==> src/assert_macros.svh <==
// assertion macros shared by the decompressor rtl
`ifndef ASSERT_MACROS_SVH
`define ASSERT_MACROS_SVH

// concurrent check on a named clock and active-low reset
`define MMBD_ASSERT_ON(lbl, ck, rn, prop) \
	lbl: assert property (@(posedge ck) disable iff (!rn) prop) \
	else $error("mmbd assertion failed");

// concurrent check on the block clock and reset
`define MMBD_ASSERT(lbl, prop) `MMBD_ASSERT_ON(lbl, clk, arst_n, prop)

`endif

==> src/mmbd_pkg.sv <==
// types and constants of the multi-mode byte decompressor
`default_nettype none
package mmbd_pkg;

	localparam int unsigned PAT_DEPTH = 15;
	localparam int unsigned PAT_AW    = 4;
	localparam int unsigned QDEPTH    = 4;
	localparam int unsigned QAW       = 2;
	localparam int unsigned SLOTS     = 4;
	localparam int unsigned NCOMMON   = 8;

	localparam logic [7:0] CTRL_ZERO   = 8'hF0;
	localparam logic [7:0] CTRL_PAT    = 8'hE0;
	localparam logic [7:0] CTRL_COMMON = 8'hF2;
	localparam logic [1:0] MODE_LIT    = 2'b00;
	localparam logic [1:0] MODE_NIB    = 2'b01;
	localparam logic [1:0] MODE_RUN    = 2'b10;
	localparam logic [6:0] STEP_BIAS   = 7'd112;

	localparam logic [7:0] COMMON_RESET [NCOMMON] = '{
		8'd0, 8'd1, 8'd2, 8'd3, 8'd4, 8'd255, 8'd127, 8'd32
	};

	typedef enum logic [1:0] {
		ERR_OK    = 2'd0,
		ERR_TRUNC = 2'd1,
		ERR_INDEX = 2'd2
	} err_t;

	typedef enum logic [1:0] {PH_CTRL, PH_ARG, PH_ARG2, PH_DATA} phase_t;

	typedef enum logic [2:0] {
		TK_LIT, TK_NIB, TK_RLE, TK_DELTA, TK_ZERO, TK_PAT, TK_COMMON
	} token_t;

	typedef enum logic [2:0] {JB_NONE, JB_RUN, JB_PAIR, JB_RAMP, JB_PAT} job_kind_t;

	typedef enum logic [1:0] {BK_IDLE, BK_GEN, BK_PAT, BK_TAIL} bk_state_t;

	// one request from the front end to the back end
	typedef struct packed {
		job_kind_t         kind;
		logic [7:0]        a;
		logic [7:0]        b;
		logic [PAT_AW-1:0] pat_len;
		logic [PAT_AW-1:0] wr_idx;
		logic [7:0]        count;
		logic              last;
		err_t              err;
	} job_t;

endpackage
`default_nettype wire

==> src/multi_mode_byte_decompressor.sv <==
// top level of the multi-mode byte decompressor
// Run-length style decompressor. Compressed bytes arrive one per request on
// the slave stream; decoded bytes leave packed up to four per request on the
// master stream, and no output request carries bytes of two tokens. Tokens:
// 0xF0 zero run, 0xE0 repeated pattern (up to 15 bytes, up to 15 times),
// 0xF2 run of one of eight configurable common values, otherwise the top two
// bits choose literal, nibble-pair unpack, RLE or a ramp taken mod 128.
// A stream that stops inside a token, or a common index of 8 or above, gives
// a zero-byte request carrying the error code. The front end parses one byte
// a cycle into a four-deep request queue and stalls only when that queue is
// full. The back end loads each queued request while idle, then sends one
// output request per cycle for runs, ramps, literals and nibbles while the
// receiver is ready; pattern replays read the pattern store through one port,
// so they run at one decoded byte per cycle, holding when a full word meets
// back-pressure. During a long expansion input is held once the queue fills.
`default_nettype none
module multi_mode_byte_decompressor (
	input  wire         clk,
	input  wire         arst_n,
	input  wire         s_axis_tvalid,
	output logic        s_axis_tready,
	input  wire  [7:0]  s_axis_tdata,   // in_byte
	input  wire         s_axis_tlast,   // stream_last
	output logic        m_axis_tvalid,
	input  wire         m_axis_tready,
	output logic [39:0] m_axis_tdata,   // out_byte_0..3, byte_count, zero fill
	output logic        m_axis_tlast,   // stream_end
	output logic [2:0]  m_axis_tuser,   // burst_last, error_code
	input  wire         cfg_we,
	input  wire  [2:0]  cfg_idx,
	input  wire  [7:0]  cfg_data
);
	import mmbd_pkg::*;

	// request queue hookup
	job_t            push_job;
	job_t            pop_job;
	logic            push;
	logic            pop;
	logic            full;
	logic            empty;
	// result word from the back end
	logic [3:0][7:0] out_bytes;
	logic [2:0]      out_count;
	logic            out_burst;
	err_t            out_err;

	// parser: classifies each byte and builds a request for the back end
	mmbd_front u_front (
		.clk      (clk),
		.arst_n   (arst_n),
		.in_valid (s_axis_tvalid),
		.in_ready (s_axis_tready),
		.in_byte  (s_axis_tdata),
		.in_last  (s_axis_tlast),
		.cfg_we   (cfg_we),
		.cfg_idx  (cfg_idx),
		.cfg_data (cfg_data),
		.q_full   (full),
		.q_push   (push),
		.q_job    (push_job)
	);

	// decouples parsing from expansion
	mmbd_fifo u_fifo (
		.clk      (clk),
		.arst_n   (arst_n),
		.push     (push),
		.push_job (push_job),
		.full     (full),
		.pop      (pop),
		.pop_job  (pop_job),
		.empty    (empty)
	);

	// expander with pattern store and registered output word
	mmbd_back u_back (
		.clk       (clk),
		.arst_n    (arst_n),
		.q_empty   (empty),
		.q_job     (pop_job),
		.q_pop     (pop),
		.out_valid (m_axis_tvalid),
		.out_ready (m_axis_tready),
		.out_bytes (out_bytes),
		.out_count (out_count),
		.out_burst (out_burst),
		.out_end   (m_axis_tlast),
		.out_err   (out_err)
	);

	// unused slots are already zero from the back end
	assign m_axis_tdata = {5'd0, out_count, out_bytes};
	assign m_axis_tuser = {out_err, out_burst};

endmodule
`default_nettype wire

==> src/mmbd_front.sv <==
// front end: token parser, common-value registers and request builder
`default_nettype none
module mmbd_front (
	input  wire              clk,
	input  wire              arst_n,
	input  wire              in_valid,
	output logic             in_ready,
	input  wire  [7:0]       in_byte,
	input  wire              in_last,
	input  wire              cfg_we,
	input  wire  [2:0]       cfg_idx,
	input  wire  [7:0]       cfg_data,
	input  wire              q_full,
	output logic             q_push,
	output mmbd_pkg::job_t   q_job
);
	import mmbd_pkg::*;

	phase_t      ph_q, ph_d;
	token_t      tk_q, tk_d;
	logic [5:0]  rem_q, rem_d;
	logic [3:0]  plen_q, plen_d;
	logic [3:0]  rep_q, rep_d;
	logic [3:0]  fill_q, fill_d;
	logic [6:0]  ramp_q, ramp_d;
	logic        odd_q, odd_d;
	logic [7:0]  cv_q [NCOMMON];
	logic        accept;
	logic [5:0]  len;
	logic [6:0]  nib_sum;
	logic [5:0]  rem_dec;
	job_t        job;

	assign in_ready = !q_full;
	assign accept   = in_valid && in_ready;
	assign len      = in_byte[5:0];
	assign nib_sum  = {1'b0, len} + 7'd1;
	assign rem_dec  = (rem_q != 6'd0) ? rem_q - 6'd1 : 6'd0;

	always_ff @(posedge clk or negedge arst_n) begin
		if (!arst_n) begin
			ph_q   <= PH_CTRL;
			tk_q   <= TK_LIT;
			rem_q  <= '0;
			plen_q <= '0;
			rep_q  <= '0;
			fill_q <= '0;
			ramp_q <= '0;
			odd_q  <= 1'b0;
		end else if (accept) begin
			ph_q   <= ph_d;
			tk_q   <= tk_d;
			rem_q  <= rem_d;
			plen_q <= plen_d;
			rep_q  <= rep_d;
			fill_q <= fill_d;
			ramp_q <= ramp_d;
			odd_q  <= odd_d;
		end
	end

	always_ff @(posedge clk or negedge arst_n) begin
		if (!arst_n) begin
			cv_q <= COMMON_RESET;
		end else if (cfg_we) begin
			cv_q[cfg_idx] <= cfg_data;
		end
	end

	always_comb begin
		ph_d   = ph_q;
		tk_d   = tk_q;
		rem_d  = rem_q;
		plen_d = plen_q;
		rep_d  = rep_q;
		fill_d = fill_q;
		ramp_d = ramp_q;
		odd_d  = odd_q;
		job.kind    = JB_NONE;
		job.a       = '0;
		job.b       = '0;
		job.pat_len = plen_q;
		job.wr_idx  = fill_q;
		job.count   = '0;
		job.last    = in_last;
		job.err     = ERR_OK;
		unique case (ph_q)
			PH_CTRL: begin
				priority if (in_byte == CTRL_ZERO) begin
					tk_d = TK_ZERO;
					ph_d = PH_ARG;
				end else if (in_byte == CTRL_PAT) begin
					tk_d = TK_PAT;
					ph_d = PH_ARG;
				end else if (in_byte == CTRL_COMMON) begin
					tk_d = TK_COMMON;
					ph_d = PH_ARG;
				end else if (in_byte[7:6] == MODE_RUN) begin
					tk_d  = TK_RLE;
					rem_d = len;
					ph_d  = PH_ARG;
				end else if (in_byte[7:6] == MODE_NIB) begin
					tk_d  = TK_NIB;
					rem_d = nib_sum[6:1];
					odd_d = len[0];
					ph_d  = (nib_sum[6:1] != 6'd0) ? PH_DATA : PH_CTRL;
				end else if (in_byte[7:6] == MODE_LIT) begin
					tk_d  = TK_LIT;
					rem_d = len;
					ph_d  = (len != 6'd0) ? PH_DATA : PH_CTRL;
				end else begin
					tk_d  = TK_DELTA;
					rem_d = len;
					ph_d  = PH_ARG;
				end
			end
			PH_ARG: begin
				ph_d = PH_CTRL;
				unique case (tk_q)
					TK_ZERO: begin
						job.kind  = JB_RUN;
						job.count = in_byte;
					end
					TK_PAT: begin
						plen_d = in_byte[7:4];
						rep_d  = in_byte[3:0];
						fill_d = '0;
						if (in_byte[7:4] != 4'd0) ph_d = PH_DATA;
					end
					TK_COMMON: begin
						if (in_byte[3]) begin
							job.err = ERR_INDEX;
						end else begin
							job.kind  = JB_RUN;
							job.a     = cv_q[in_byte[2:0]];
							job.count = {4'd0, in_byte[7:4]};
						end
					end
					TK_RLE: begin
						job.kind  = JB_RUN;
						job.a     = in_byte;
						job.count = {2'd0, rem_q};
						rem_d     = '0;
					end
					TK_DELTA: begin
						ramp_d = in_byte[6:0];
						ph_d   = PH_ARG2;
					end
					default: ;
				endcase
			end
			PH_ARG2: begin
				job.kind  = JB_RAMP;
				job.a     = {1'b0, ramp_q};
				job.b     = {1'b0, in_byte[6:0] + STEP_BIAS};
				job.count = {2'd0, rem_q};
				rem_d     = '0;
				ph_d      = PH_CTRL;
			end
			PH_DATA: begin
				unique case (tk_q)
					TK_LIT: begin
						job.kind  = JB_PAIR;
						job.a     = in_byte;
						job.count = 8'd1;
						rem_d     = rem_dec;
						if (rem_dec == 6'd0) ph_d = PH_CTRL;
					end
					TK_NIB: begin
						job.kind  = JB_PAIR;
						job.a     = {4'd0, in_byte[7:4]};
						job.b     = {4'd0, in_byte[3:0]};
						job.count = (rem_q == 6'd1 && odd_q) ? 8'd1 : 8'd2;
						rem_d     = rem_dec;
						if (rem_dec == 6'd0) begin
							odd_d = 1'b0;
							ph_d  = PH_CTRL;
						end
					end
					TK_PAT: begin
						job.kind = JB_PAT;
						job.a    = in_byte;
						fill_d   = fill_q + 4'd1;
						if (fill_d >= plen_q) begin
							job.count = {4'd0, plen_q} * {4'd0, rep_q};
							ph_d      = PH_CTRL;
						end
					end
					default: ph_d = PH_CTRL;
				endcase
			end
			default: ph_d = PH_CTRL;
		endcase
		if (in_last) begin
			if (ph_d != PH_CTRL) job.err = ERR_TRUNC;
			ph_d   = PH_CTRL;
			tk_d   = TK_LIT;
			rem_d  = '0;
			plen_d = '0;
			rep_d  = '0;
			fill_d = '0;
			ramp_d = '0;
			odd_d  = 1'b0;
		end
	end

	assign q_job  = job;
	assign q_push = accept && (job.count != 8'd0 || in_last || job.err != ERR_OK ||
		job.kind == JB_PAT);

endmodule
`default_nettype wire

==> src/mmbd_fifo.sv <==
// request queue between front end and back end
`default_nettype none
`include "assert_macros.svh"
module mmbd_fifo (
	input  wire             clk,
	input  wire             arst_n,
	input  wire             push,
	input  mmbd_pkg::job_t  push_job,
	output logic            full,
	input  wire             pop,
	output mmbd_pkg::job_t  pop_job,
	output logic            empty
);
	import mmbd_pkg::*;

	job_t           entries_q [QDEPTH];
	logic [QAW-1:0] wp_q;
	logic [QAW-1:0] rp_q;
	logic [QAW:0]   cnt_q;

	assign full    = cnt_q == (QAW+1)'(QDEPTH);
	assign empty   = cnt_q == '0;
	assign pop_job = entries_q[rp_q];

	always_ff @(posedge clk) begin
		if (push) entries_q[wp_q] <= push_job;
	end

	always_ff @(posedge clk or negedge arst_n) begin
		if (!arst_n) begin
			wp_q  <= '0;
			rp_q  <= '0;
			cnt_q <= '0;
		end else begin
			if (push) wp_q <= wp_q + 1'b1;
			if (pop) rp_q <= rp_q + 1'b1;
			unique case ({push, pop})
				2'b10:   cnt_q <= cnt_q + 1'b1;
				2'b01:   cnt_q <= cnt_q - 1'b1;
				default: cnt_q <= cnt_q;
			endcase
		end
	end

	`MMBD_ASSERT(a_no_overflow, !(push && full && !pop))
	`MMBD_ASSERT(a_no_underflow, !(pop && empty))
	`MMBD_ASSERT(a_cnt_bound, cnt_q <= (QAW+1)'(QDEPTH))

endmodule
`default_nettype wire

==> src/mmbd_back.sv <==
// back end: expands queued requests into packed result words
`default_nettype none
`include "assert_macros.svh"
module mmbd_back (
	input  wire                  clk,
	input  wire                  arst_n,
	input  wire                  q_empty,
	input  mmbd_pkg::job_t       q_job,
	output logic                 q_pop,
	output logic                 out_valid,
	input  wire                  out_ready,
	output logic [3:0][7:0]      out_bytes,
	output logic [2:0]           out_count,
	output logic                 out_burst,
	output logic                 out_end,
	output mmbd_pkg::err_t       out_err
);
	import mmbd_pkg::*;

	bk_state_t   st_q, st_d;
	job_t        job_q, job_d;
	logic [7:0]  rem_q, rem_d;
	logic [6:0]  ramp_q, ramp_d;
	logic [3:0]  pidx_q, pidx_d;
	logic [7:0]  pk_q [3];
	logic [7:0]  pk_d [3];
	logic [1:0]  pkn_q, pkn_d;
	logic [7:0]  store_q [PAT_DEPTH];

	logic            ovalid_q;
	logic [3:0][7:0] ob_q, ob_d;
	logic [2:0]      ocnt_q, ocnt_d;
	logic            oburst_q, oburst_d;
	logic            oend_q, oend_d;
	err_t            oerr_q, oerr_d;
	logic            load;
	logic            slot_free;
	logic [2:0]      n;
	logic [6:0]      step;
	logic [6:0]      rv [SLOTS];
	logic [7:0]      pbyte;
	logic            pemit;

	assign slot_free = !ovalid_q || out_ready;
	assign n         = (rem_q > 8'd4) ? 3'd4 : rem_q[2:0];
	assign step      = job_q.b[6:0];
	assign pbyte     = store_q[pidx_q];
	assign pemit     = (pkn_q == 2'd3) || (rem_q == 8'd1);

	always_comb begin
		rv[0] = ramp_q;
		for (int k = 1; k < SLOTS; k++) rv[k] = rv[k-1] + step;
	end

	always_ff @(posedge clk or negedge arst_n) begin
		if (!arst_n) begin
			st_q <= BK_IDLE;
		end else begin
			st_q <= st_d;
		end
	end

	always_comb begin
		st_d     = st_q;
		q_pop    = 1'b0;
		load     = 1'b0;
		job_d    = job_q;
		rem_d    = rem_q;
		ramp_d   = ramp_q;
		pidx_d   = pidx_q;
		pk_d     = pk_q;
		pkn_d    = pkn_q;
		ob_d     = '0;
		ocnt_d   = '0;
		oburst_d = 1'b0;
		oend_d   = 1'b0;
		oerr_d   = ERR_OK;
		unique case (st_q)
			BK_IDLE: begin
				if (!q_empty) begin
					q_pop  = 1'b1;
					job_d  = q_job;
					rem_d  = q_job.count;
					ramp_d = q_job.a[6:0];
					pidx_d = '0;
					pkn_d  = '0;
					if (q_job.count != 8'd0)
						st_d = (q_job.kind == JB_PAT) ? BK_PAT : BK_GEN;
					else if (q_job.err != ERR_OK || q_job.last)
						st_d = BK_TAIL;
				end
			end
			BK_GEN: begin
				if (slot_free) begin
					load = 1'b1;
					for (int k = 0; k < SLOTS; k++) begin
						if (3'(k) < n) begin
							unique case (job_q.kind)
								JB_RAMP: ob_d[k] = {1'b0, rv[k]};
								JB_PAIR: ob_d[k] = (k == 0) ? job_q.a : job_q.b;
								default: ob_d[k] = job_q.a;
							endcase
						end
					end
					ocnt_d = n;
					rem_d  = rem_q - {5'd0, n};
					ramp_d = ramp_q + {step[4:0], 2'b00};
					if (rem_q == {5'd0, n}) begin
						oburst_d = job_q.err == ERR_OK;
						oend_d   = job_q.last && job_q.err == ERR_OK;
						st_d     = (job_q.err != ERR_OK) ? BK_TAIL : BK_IDLE;
					end
				end
			end
			BK_PAT: begin
				if (!pemit || slot_free) begin
					pidx_d = (pidx_q == job_q.pat_len - 4'd1) ? 4'd0 : pidx_q + 4'd1;
					rem_d  = rem_q - 8'd1;
					if (pemit) begin
						load = 1'b1;
						for (int k = 0; k < SLOTS; k++) begin
							if (2'(k) < pkn_q && k < 3) ob_d[k] = pk_q[k];
							else if (2'(k) == pkn_q && k < 3) ob_d[k] = pbyte;
						end
						if (pkn_q == 2'd3) ob_d[3] = pbyte;
						ocnt_d = {1'b0, pkn_q} + 3'd1;
						pkn_d  = '0;
						if (rem_q == 8'd1) begin
							oburst_d = job_q.err == ERR_OK;
							oend_d   = job_q.last && job_q.err == ERR_OK;
							st_d     = (job_q.err != ERR_OK) ? BK_TAIL : BK_IDLE;
						end
					end else begin
						pk_d[pkn_q] = pbyte;
						pkn_d       = pkn_q + 2'd1;
					end
				end
			end
			BK_TAIL: begin
				if (slot_free) begin
					load     = 1'b1;
					oburst_d = 1'b1;
					oend_d   = job_q.last;
					oerr_d   = job_q.err;
					st_d     = BK_IDLE;
				end
			end
			default: st_d = BK_IDLE;
		endcase
	end

	always_ff @(posedge clk) begin
		job_q  <= job_d;
		rem_q  <= rem_d;
		ramp_q <= ramp_d;
		pidx_q <= pidx_d;
		pk_q   <= pk_d;
		pkn_q  <= pkn_d;
		if (q_pop && q_job.kind == JB_PAT && q_job.wr_idx != 4'(PAT_DEPTH))
			store_q[q_job.wr_idx] <= q_job.a;
		if (load) begin
			ob_q     <= ob_d;
			ocnt_q   <= ocnt_d;
			oburst_q <= oburst_d;
			oend_q   <= oend_d;
			oerr_q   <= oerr_d;
		end
	end

	always_ff @(posedge clk or negedge arst_n) begin
		if (!arst_n) begin
			ovalid_q <= 1'b0;
		end else if (load) begin
			ovalid_q <= 1'b1;
		end else if (out_ready) begin
			ovalid_q <= 1'b0;
		end
	end

	assign out_valid = ovalid_q;
	assign out_bytes = ob_q;
	assign out_count = ocnt_q;
	assign out_burst = oburst_q;
	assign out_end   = oend_q;
	assign out_err   = oerr_q;

	`MMBD_ASSERT(a_empty_word_flagged,
		(ovalid_q && ocnt_q == 3'd0) |-> (oerr_q != ERR_OK || oend_q))
	`MMBD_ASSERT(a_end_closes_burst, (ovalid_q && oend_q) |-> oburst_q)
	`MMBD_ASSERT(a_pat_index_in_range,
		(st_q == BK_PAT) |-> (job_q.pat_len != 4'd0 && pidx_q < job_q.pat_len))

endmodule
`default_nettype wire

==> config.mk <==
export PLATFORM = sky130hd
export DESIGN_NAME = multi_mode_byte_decompressor
export DESIGN_NICKNAME = d
export VERILOG_FILES = /design/src/mmbd_pkg.sv /design/src/multi_mode_byte_decompressor.sv /design/src/mmbd_front.sv /design/src/mmbd_fifo.sv /design/src/mmbd_back.sv
export VERILOG_INCLUDE_DIRS = /design/src /design/src/src
export SDC_FILE = /design/constraint.sdc
export NUM_CORES = 1
export LEC_CHECK = 0
export BUFFER_PORTS_ARGS = -buffer_cell sky130_fd_sc_hd__buf_4
export CAP_MARGIN = 20
export CORE_MARGIN = 2
export CORE_UTILIZATION = 63
export DETAILED_ROUTE_END_ITERATION = 7
export GPL_TIMING_DRIVEN = 1
export PLACE_DENSITY = 0.81
export SLEW_MARGIN = 5
export SYNTH_ARGS = -nofsm -noshare
export SYNTH_HDL_FRONTEND = slang
export SYNTH_SLANG_ARGS = --single-unit
==> constraint.sdc <==
create_clock -name clk -period 7.9 [get_ports clk]
set_input_delay 0.395 -clock clk [delete_from_list [all_inputs] [get_ports clk]]
set_output_delay 0.395 -clock clk [all_outputs]
set_load 0.05 [all_outputs]
==> flow_metrics.py, run 1 <==
metrics = {
    "floorplanning": {
        "io-pin-count": 71,
        "start_util_pct": 63.8,
        "die_area_um2": 38400,
        "rows": 70,
        "fp.dieW_um": 196,
        "die_h_um": 196,
        "fp.coreArea_um2": 36400,
    },
    "logic_synthesis": {
        "synth_cells": 1657,
        "synth_edf_count": 377,
        "synth_area_per_cell_um2": 14.0,
        "synthesis.area_um2": 23200,
        "synth_flop_cell": "edfxtp_1",
        "yosysUniqueCellTypes": 85,
        "ys_warn_count": 0,
        "synth_seq_area_share_pct": 60.5,
        "async_reset_ff_share_pct": 21.6,
        "ys_seq_elements": 486,
    },
    "sta": {
        "fin_setup_tns_ns": 0,
        "fmax_mhz": 187,
        "finalClockSkew_ns": 0.0197,
        "max_slew_margin_pct": 34.0,
        "hold_viol": 0,
        "worstMarginPinSlew_ns": 0.987,
        "setup_violations": 0,
        "report.final.slew_viol_count": 0,
        "timing.final.crit_share_pct": 67.6,
        "rsz0062_at_grt": "false",
        "period_needed_ns": 5.34,
    },
    "clock_tree": {
        "cts-root-buf": "clkbuf_16",
        "clock-sinks": 486,
        "path_clk_slew_ns": 0.06,
        "tritoncts": "yes",
        "clock_path_buffers": 3,
        "clk_latency_ns": 0.58,
        "cts_resized": 0,
        "h-tree-depth": 2,
        "cts_buffers": 48,
    },
    "finish": {
        "finalNetCount": 1805,
        "area_growth_pct": 10.5,
        "antenna_cells": 0,
        "drive_gt1_share_pct": 21.3,
    },
    "routing": {
        "ant_nets": 0,
        "firstDrtPassIters": 6,
        "via_per_inst": 6.52,
        "wl_met3_mm": 3.16,
        "met1_length_mm": 20.5,
        "wirelength_mm": 50.8,
        "drt-wirelength-per-cell_um": 23.0,
        "highest_layer": "met4",
        "drt_iter0_markers": 1362,
        "wl_met2_mm": 25.2,
        "num_vias": 14400,
        "drc": 0,
    },
    "grt": {
        "grt_start_max_net_pins": 78,
        "grt_antenna_before_repair": 0,
        "gr-usage-all-layers_pct": 27.0,
        "grt_pass1_vias": 14300,
        "grt-ovfl-total": 0,
        "grt_pass1_wl_mm": 79.9,
    },
    "placed_design": {
        "dp_hpwl_mm": 33.4,
        "portBuffers": 65,
        "gp_congestion": 0.920,
    },
    "critical_path": {
        "cp-end-kind": "flip-flop",
        "critical_path_buf_inv_count": 2,
        "cp.arrival_ns": 5.82,
        "rrSetupSlack_ns": 2.56,
        "cp.required_ns": 8.38,
        "crit_type": "reg -> reg",
        "crit_chain": "nand2_1 -> fa_1 -> fa_1 -> inv_1 -> fa_1 -> a21o_1 -> a21oi_1 -> xor2_1 -> o21ai_0 -> or3_4 -> nor3_2 -> a21o_1 -> ha_1 -> inv_1 -> fa_1 -> xor2_1 -> nor2_1 -> xor2_1",
        "start_kind": "flip-flop",
        "crit_top_cell": "fa_1",
        "cp_top_family": "adder cells",
        "cpMaxStageDelayCell": "nor3_2",
        "cp_max_fo": 10,
        "critPathMaxStageDelay_ns": 0.55,
    },
    "worst_hold_path": {
        "hold_path.class": "in -> reg",
    },
    "pwr": {
        "power.total_mw": 11.1,
        "p_per_area_nw_per_um2": 432,
        "ir_worst_vdd_mv": 0.343,
        "power.leakage_nw": 9.36,
    },
    "status": {
        "outcome": "complete, no violations",
    },
    "job": {
        "cap_viol_max_count": 0,
    },
}
## synthesized netlist by cell type (15+ instances only)
library cell    n  area, um^2
a21oi_1        77         385
mux2i_1        35         350
mux4_2         85        1910
nor2b_1        20         125
o21ai_0        78         390
dfstp_2        21         552
dfrtp_1        84        2100
mux2_2         83         935
nand2b_1       22         138
nand2_1        91         342
nor2_1         96         360
edfxtp_1      377       11300
xnor2_1        26         228
and2_1         48         300
nor3_1         29         145
clkbuf_1       56         210
a22oi_1        26         195
xor2_1         15         131
inv_1          66         248
ha_1           67         838
nand3_1        18        90.1
o22ai_1        17         106
## cell type report
| cell class | count | area (um^2) |
|---|---|---|
| flip-flops and latches | 486 | 14100 |
| fillers | 2351 | 10800 |
| multi-input cells | 1020 | 8620 |
| clock buffers | 70 | 1350 |
| repair buffers | 81 | 611 |
| well taps | 468 | 586 |
| inverters | 67 | 251 |
| clock inverters | 19 | 199 |
## routing by layer
layer  GRT usage (%)  vias up
li1                -     6407
met1            36.3     7249
met2            45.0      624
met3            3.75      125
met4            11.4        0
met5               0        -
## state kept, by name (all words and copies together) (netlist names), 4 cells and up, named ones only
register          cells
u_front.fill_q        4
u_front.rem_q         6
u_back.pidx_q         4
u_front.plen_q        4
u_front.rep_q         4
u_back.store_q      120
u_back.rem_q          8
u_back.out_bytes     32
u_back.pk_q          24
u_back.job_q         25
u_fifo.entries_q    148
u_front.cv_q         64
u_back.ramp_q         7
u_front.ramp_q        7
## kinds of logic (layout without fill, tap and decap cells)
| logic type | after synthesis | count (layout) | synth area share [%] |
|---|---|---|---|
| AOI/OAI and AO/OA | 304 | 304 | 8.39 |
| adders and majority gates | 76 | 76 | 4.38 |
| other | 2 | 6 | 0.0323 |
| xor gates and xnor gates | 41 | 41 | 1.55 |
| buffers and inverters | 155 | 237 | 2.74 |
| muxes | 204 | 204 | 13.8 |
| DFF | 486 | 486 | 60.5 |
| and+or+nand+nor | 389 | 389 | 8.60 |
## layout by cell type, fill, tap and decap left out, types with 21 or more instances in the layout
cell,count
inv_1,66
nand2b_1,22
mux2i_1,35
nand2_1,91
a21oi_1,77
mux4_2,85
edfxtp_1,377
mux2_2,83
clkbuf_16,48
dfstp_2,21
nor3_1,28
dfrtp_1,83
and2_1,48
ha_1,67
buf_4,80
o21ai_0,78
a22oi_1,26
nor2_1,95
xnor2_1,26
## through the flow
| stage | cells | utilization (%) | hold slack (ns) | setup WS, ns | area, um^2 |
|---|---|---|---|---|---|
| final | 2211 | 70.5 | 0.113 | 2.56 | 25700 |
| after global routing | 2211 | 70.5 | 0.109 | 2.25 | 25700 |
| after CTS | 2211 | 70.5 | 0.0857 | 2.55 | 25700 |
| after detailed placement | 2121 | 66.2 | 0.375 | 2.65 | 24100 |
| after global placement | 2121 | 66.2 | 0.373 | 2.76 | 24100 |
| after floorplan | 1661 | - | 0.0994 | 1.53 | 23200 |
## timing repair
| item | in CTS | in global routing |
|---|---|---|
| endpoints found under the hold margin | 28 | 0 |
| hold buffers | 1 | 0 |
| buffers inserted | 0 | 0 |
## power by group
part | switching (mW) | leakage [nW] | internal (mW)
Clock | 0.961 | 0.745 | 1.27
Sequential | 0.482 | 4.79 | 3.68
Combinational | 2.86 | 3.82 | 1.83
## final timing paths
kind / from / to / cells after the start
setup / recovery: u_front.plen_q[0] / u_fifo.cnt_q[2] / 18
hold / removal: cfg_data[7] / u_front.cv_q[47] / 2
hold reg to reg: u_front.cv_q[47] / u_front.cv_q[47] / 1
max in group asynchronous: arst_n / u_front.cv_q[42] / 3
setup reg to reg: u_front.plen_q[0] / u_fifo.cnt_q[2] / 18
min in group asynchronous: arst_n / u_front.rep_q[2] / 2
(Power assumes the default switching activity.)
==> run 2, diff against run 1 <==
--- a/config.mk
+++ b/config.mk
@@ -9,10 +9,10 @@
 export BUFFER_PORTS_ARGS = -buffer_cell sky130_fd_sc_hd__buf_4
 export CAP_MARGIN = 20
 export CORE_MARGIN = 2
-export CORE_UTILIZATION = 63
+export CORE_UTILIZATION = 57
 export DETAILED_ROUTE_END_ITERATION = 7
 export GPL_TIMING_DRIVEN = 1
-export PLACE_DENSITY = 0.81
+export PLACE_DENSITY = 0.77
 export SLEW_MARGIN = 5
 export SYNTH_ARGS = -nofsm -noshare
 export SYNTH_HDL_FRONTEND = slang
==> constraint.sdc (replaced) <==
create_clock -name clk -period 4.3 [get_ports clk]
set_input_delay 0.215 -clock clk [delete_from_list [all_inputs] [get_ports clk]]
set_output_delay 0.215 -clock clk [all_outputs]
set_load 0.05 [all_outputs]
==> run 2 against run 1 <==
  * Clock skew is 0.0078 ns higher
  * Core utilization decreased by 5.2 points
  * Combinational power is 87% higher
  * Critical path type unchanged
  * Clock-buffer cell count is 7 lower
  * Via count down 1.3%
  * Sequential cell count did not move
  * Worst hold slack worse by 0.035 ns
  * Cell area increased by 1.7%
  * Largest power group unchanged
  * Clock power up 83%
==> flow_metrics.py, run 2 (synthesis gave the netlist of run 1 again) <==
metrics = {
    "grt": {
        "grt_pass1_wl_mm": 79.6,
        "grt-ovfl-total": 0,
        "grt_pass1_vias": 14300,
        "grt_antenna_before_repair": 0,
        "grt_start_max_net_pins": 70,
        "gr-usage-all-layers_pct": 24.8,
    },
    "pwr": {
        "p_per_area_nw_per_um2": 782,
        "power.total_mw": 20.4,
        "power.leakage_nw": 9.55,
        "ir_worst_vdd_mv": 0.516,
    },
    "critical_path": {
        "reg2reg_to": "u_fifo.entries_q[1][27]",
        "r2r-start": "u_front.rep_q[1]",
        "cp-endpoint": "u_fifo.entries_q[1][27]",
        "crit_type": "reg -> reg",
        "cp_max_fo": 37,
        "start_kind": "flip-flop",
        "rrSetupSlack_ns": 0.21,
        "cp-end-kind": "flip-flop",
        "cp.arrival_ns": 4.31,
        "crit_path_start": "u_front.rep_q[1]",
        "cp.required_ns": 4.52,
        "reg2regPathDepth": 13,
    },
    "worst_hold_path": {
        "hold_path.class": "in -> reg",
        "hp-start": "s_axis_tlast",
    },
    "clock_tree": {
        "h-tree-depth": 2,
        "cts_buffers": 49,
        "clock_path_buffers": 3,
        "tritoncts": "yes",
        "path_clk_slew_ns": 0.06,
        "clk_latency_ns": 0.60,
        "clock-sinks": 486,
        "cts-root-buf": "clkbuf_16",
    },
    "floorplanning": {
        "fp.dieW_um": 206,
        "die_area_um2": 42400,
        "io-pin-count": 71,
        "fp.coreArea_um2": 40000,
        "die_h_um": 206,
        "start_util_pct": 58.1,
        "rows": 73,
    },
    "finish": {
        "fin_area_um2": 26100,
        "largest_register": "u_fifo.entries_q",
        "drive_gt1_share_pct": 23.0,
        "layout_commonest_cell": "edfxtp_1",
        "final_core_util_pct": 65.2,
        "layout_common_cells": "edfxtp_1, buf_4, nor2_1",
        "finalNetCount": 1842,
        "largest_reg_flops": 148,
        "area_growth_pct": 12.4,
        "multi_input_comb_area_um2": 8680,
        "top_regs": "u_fifo.entries_q (148), u_back.store_q (120), u_front.cv_q (64)",
        "antenna_cells": 0,
        "regArea_um2": 14100,
        "fill_cells": 2812,
    },
    "sta": {
        "fin_setup_tns_ns": 0,
        "worstMarginPinSlew_ns": 0.960,
        "timing.final.crit_share_pct": 95.2,
        "setup_slack_ns": 0.207,
        "fmax_mhz": 244,
        "finalClockSkew_ns": 0.0275,
        "setup_violations": 0,
        "period_needed_ns": 4.09,
        "hold_viol": 0,
        "rsz0062_at_grt": "true",
        "report.final.slew_viol_count": 0,
        "max_slew_margin_pct": 36.0,
    },
    "routing": {
        "wirelength_mm": 50.8,
        "firstDrtPassIters": 6,
        "via_per_inst": 6.16,
        "drt_iter0_markers": 1198,
        "drc": 0,
        "num_vias": 14200,
        "ant_nets": 0,
        "drt-wirelength-per-cell_um": 22.0,
    },
    "job": {
        "cap_viol_max_count": 0,
    },
    "placed_design": {
        "pre_cts_ws_ns": 0.0623,
        "portBuffers": 65,
        "dpl_cell_area_um2": 24400,
        "gp_congestion": 0.927,
        "dp_hpwl_mm": 33.9,
    },
    "status": {
        "outcome": "complete, no violations",
    },
}
[run 2: cell types whose count changed in the layout (fill, tap and decap cells not counted), sizes merged]
cell | before | now
clkbuf | 70 | 63
bufinv | 2 | 3
buf | 80 | 107
inv | 69 | 70
clkinv | 11 | 23
clkinvlp | 4 | 0
dlygate4sd3 | 1 | 10
[run 2: report_power, final]
group	internal [mW]	total, mW	switching [mW]
clock	2.32	4.09	1.77
sequential	6.75	7.53	0.774
combinational	3.49	8.79	5.30
[run 2: repair_timing]
item	4_1_cts	5_1_grt
setup endpoints to repair	0	3
hold endpoints to repair	127	0
setup buffers	0	3
hold buffers	10	0
gates resized for setup	0	5
[run 2: through the flow]
step	cells	hold slack, ns
6_report	2307	0.0774
5_1_grt	2307	0.0680
4_1_cts	2304	0.0586
3_5_place_dp	2202	0.421
3_3_place_gp	2202	0.411
2_1_floorplan	1661	-0.0806
[run 2: how the worst min path moves through the flow]
stage / slack [ns] / endpoint / depth (start not counted)
final: 0.08 / u_fifo.entries_q[3][2] / 1
after global routing: 0.07 / u_fifo.entries_q[3][2] / 1
after CTS: 0.06 / u_fifo.entries_q[3][2] / 1
after detailed placement: 0.42 / u_fifo.wp_q[1] / 1
after global placement: 0.41 / u_fifo.wp_q[1] / 1
after floorplan: -0.08 / u_back.out_valid / 0
[run 2: final cells by class]
class,count,area share (%)
well taps,525,2.52
inverters,67,0.963
flip-flops and latches,486,53.9
repair buffers,117,3.51
clock buffers,63,4.94
multi-input cells,1020,33.3
clock inverters,29,0.963
[run 2: per-layer routing]
metal | share of wire [%] | track usage [%] | up-vias | wire length (um)
met5 | 0 | 0 | - | 0
met4 | 4.1 | 9.77 | 0 | 2080
met3 | 5.8 | 3.93 | 125 | 2940
met2 | 50 | 42.1 | 529 | 25300
met1 | 40 | 32.2 | 7096 | 20500
li1 | - | - | 6471 | -
[run 2: worst max-delay path, cell delays in order, from the launching register on]
cell and delay [ns]:
dfrtp_1 0.36, nand2_1 0.09, fa_1 0.55, fa_1 0.42, inv_2 0.10, ha_4 0.20, a211oi_2 0.21, o21ai_1 0.11
and3_1 0.17, o31ai_4 0.45, nor3_4 0.09, buf_4 0.19, a211oi_4 0.24, buf_4 0.50
==> run 3, diff against run 2 <==
--- a/config.mk
+++ b/config.mk
@@ -8,11 +8,13 @@
 export LEC_CHECK = 0
 export BUFFER_PORTS_ARGS = -buffer_cell sky130_fd_sc_hd__buf_4
 export CAP_MARGIN = 20
+export CELL_PAD_IN_SITES_DETAIL_PLACEMENT = 0
+export CELL_PAD_IN_SITES_GLOBAL_PLACEMENT = 1
 export CORE_MARGIN = 2
-export CORE_UTILIZATION = 57
+export CORE_UTILIZATION = 48
 export DETAILED_ROUTE_END_ITERATION = 7
 export GPL_TIMING_DRIVEN = 1
-export PLACE_DENSITY = 0.77
+export PLACE_DENSITY_LB_ADDON = 0.1
 export SLEW_MARGIN = 5
 export SYNTH_ARGS = -nofsm -noshare
 export SYNTH_HDL_FRONTEND = slang
==> run 3 against run 2 <==
  * Combinational power rose by 2%
  * Clock power rose by 11%
  * Die area rose by 18%
  * Cell count rose by 4.7%
  * Power rose by 2.9%
  * Non-clock buffer count rose by 17
  * Global-route usage fell by 3.1 points
  * Core utilization fell by 9.5 points
  * Wire length rose by 4.3%
  * Maximum frequency fell by 2.0%
  * Critical path type unchanged
  * Largest power group unchanged
==> flow_metrics.py, run 3 (synthesis gave the netlist of run 1 again) <==
metrics = {
    "status": {
        "outcome": "complete, no violations",
    },
    "routing": {
        "drc": 0,
        "firstDrtPassIters": 5,
        "num_vias": 13900,
        "ant_nets": 0,
        "drt-wirelength-per-cell_um": 22.0,
        "drt_iter0_markers": 1255,
        "wirelength_mm": 53.1,
        "via_per_inst": 5.75,
    },
    "critical_path": {
        "cp-end-kind": "flip-flop",
        "crit_top_cell": "xor2_1",
        "critical_path_buf_inv_count": 2,
        "cpMaxStageDelayCell": "fa_1",
        "start_kind": "flip-flop",
        "cp.arrival_ns": 4.69,
        "critPathMaxStageDelay_ns": 0.54,
        "cp.required_ns": 4.81,
        "cp_top_family": "adder cells",
        "crit_type": "reg -> reg",
        "crit_chain": "nand2_2 -> fa_1 -> fa_1 -> inv_2 -> fa_2 -> a21o_1 -> a21oi_2 -> xor2_1 -> o21ai_2 -> or3_4 -> nor3_4 -> a21o_1 -> ha_2 -> inv_2 -> fa_2 -> xor2_1 -> nor2_1 -> xor2_1",
        "cp_max_fo": 5,
    },
    "sta": {
        "setup_violations": 0,
        "hold_viol": 0,
        "period_needed_ns": 4.18,
        "report.final.slew_viol_count": 0,
        "max_slew_margin_pct": 37.0,
        "worstMarginPinSlew_ns": 0.941,
        "timing.final.crit_share_pct": 97.1,
        "fmax_mhz": 239,
        "finalClockSkew_ns": 0.0131,
        "rsz0062_at_grt": "true",
    },
    "finish": {
        "drive_gt1_share_pct": 24.0,
        "largest_reg_flops": 148,
        "layout_commonest_cell": "edfxtp_1",
        "fill_cells": 3864,
        "antenna_cells": 0,
        "final_cells": 2416,
        "top_regs": "u_fifo.entries_q (148), u_back.store_q (120), u_front.cv_q (64)",
        "final_core_util_pct": 55.8,
        "area_growth_pct": 14.6,
        "largest_register": "u_fifo.entries_q",
        "layout_common_cells": "edfxtp_1, buf_4, nor2_1",
        "finalNetCount": 1861,
    },
    "pwr": {
        "p_sw_share_pct": 37.8,
        "intPower_mw": 13.1,
        "p_per_area_nw_per_um2": 789,
        "clockPowerShare_pct": 21.7,
        "power.total_mw": 21.0,
        "p_sw_mw": 7.94,
        "combPwrFrac_pct": 42.5,
        "power.leakage_nw": 9.75,
        "ir_worst_vdd_mv": 0.434,
        "p_seq_share_pct": 35.8,
    },
    "clock_tree": {
        "clk_latency_ns": 0.59,
        "path_clk_slew_ns": 0.06,
        "cts_buffers": 51,
        "h-tree-depth": 2,
        "cts-root-buf": "clkbuf_16",
        "clock_path_buffers": 3,
        "tritoncts": "yes",
        "clock-sinks": 486,
    },
    "grt": {
        "grt_start_max_net_pins": 43,
        "grt_pass1_vias": 14100,
        "gr-usage-all-layers_pct": 21.7,
        "grt_pass1_wl_mm": 83.8,
        "grt-ovfl-total": 0,
        "grt_antenna_before_repair": 0,
    },
    "floorplanning": {
        "die_h_um": 224,
        "fp.dieW_um": 224,
        "io-pin-count": 71,
        "die_area_um2": 50200,
        "fp.coreArea_um2": 47700,
        "rows": 80,
        "start_util_pct": 48.7,
    },
    "worst_hold_path": {
        "hold_path.class": "in -> reg",
    },
    "placed_design": {
        "dpl.cell_count": 2303,
        "portBuffers": 65,
        "gp_congestion": 0.877,
        "dp_hpwl_mm": 36.2,
    },
    "job": {
        "cap_viol_max_count": 0,
    },
}
[run 3: cell count changes in the layout (fill, tap and decap cells not counted), moves of 2 or more]
| cell | before | now |
|---|---|---|
| buf_12 | 1 | 4 |
| nor3_2 | 2 | 4 |
| clkinv_2 | 13 | 4 |
| nor3_1 | 28 | 26 |
| clkbuf_16 | 49 | 52 |
| bufinv_16 | 3 | 7 |
| clkinv_4 | 1 | 3 |
| clkbuf_8 | 1 | 5 |
| buf_4 | 106 | 119 |
[run 3: through the flow]
| stage | setup TNS (ns) | hold WS (ns) | setup WS [ns] | cell area [um^2] |
|---|---|---|---|---|
| 4_1_cts | 0 | 0.0373 | 0.0143 | 26600 |
| 6_report | 0 | 0.0677 | 0.123 | 26600 |
| 3_3_place_gp | 0 | 0.235 | 0.0142 | 24700 |
| 2_1_floorplan | -0.216 | -0.0806 | -0.156 | 23300 |
| 5_1_grt | -0.109 | 0.0651 | -0.109 | 26600 |
| 3_5_place_dp | -0.00224 | 0.233 | -0.00224 | 24700 |
[run 3: power groups by stage]
stage | Sequential (mW) | Combinational, mW | Clock [mW]
4_1_cts | 7.53 | 8.94 | 4.65
6_report | 7.52 | 8.93 | 4.55
2_1_floorplan | 7.84 | 6.07 | 0
3_5_place_dp | 7.62 | 8.88 | 0
5_1_grt | 7.65 | 9.88 | 4.82
3_3_place_gp | 7.61 | 8.70 | 0
[run 3: worst paths after layout]
check | startpoint | endpoint | slack, ns | cells after the start
worst max-delay path | u_front.rep_q[1] | u_fifo.cnt_q[2] | 0.12 | 18
worst min-delay path | s_axis_tlast | u_fifo.entries_q[1][2] | 0.07 | 1
worst max register to register | u_front.rep_q[1] | u_fifo.cnt_q[2] | 0.12 | 18
worst min register to register | u_front.cv_q[1] | u_front.cv_q[1] | 0.50 | 1
max in group asynchronous | arst_n | u_front.cv_q[23] | 3.19 | 3
min in group asynchronous | arst_n | u_front.cv_q[0] | 0.15 | 2
[run 3: layout make-up]
cell class / count / area [um^2] / share of cell area (%)
clock buffers: 71 / 1420 / 5.34
repair buffers: 134 / 1100 / 4.14
flip-flops and latches: 486 / 14100 / 52.8
inverters: 67 / 251 / 0.945
clock inverters: 23 / 318 / 1.19
multi-input cells: 1020 / 8700 / 32.7
well taps: 615 / 769 / 2.89
[run 3: repair_timing]
| item | in CTS | in global routing |
|---|---|---|
| endpoints found under the setup margin | 1 | 3 |
| pin swaps | 1 | 8 |
| hold endpoints to repair | 101 | 0 |
| hold buffers | 10 | 0 |
| gates resized for setup | 0 | 7 |
| setup buffers | 3 | 6 |
[run 3: worst register-to-register path, cell delays in order (launching register included)]
cell,delay (ns)
dfrtp_1,0.42
nand2_2,0.08
fa_1,0.50
fa_1,0.54
inv_2,0.06
fa_2,0.36
a21o_1,0.17
a21oi_2,0.12
xor2_1,0.19
o21ai_2,0.08
or3_4,0.35
nor3_4,0.15
a21o_1,0.14
ha_2,0.19
inv_2,0.04
fa_2,0.32
xor2_1,0.14
nor2_1,0.11
xor2_1,0.14
[run 3: per-layer routing]
layer	up-vias	part of all wire, %	track usage (%)	wire length [um]
met5	-	0	0	0
met4	0	1.8	5.01	957
met3	62	3.8	3.21	2020
met2	295	50	36.5	26300
met1	7031	45	30.0	23800
li1	6513	-	-	-
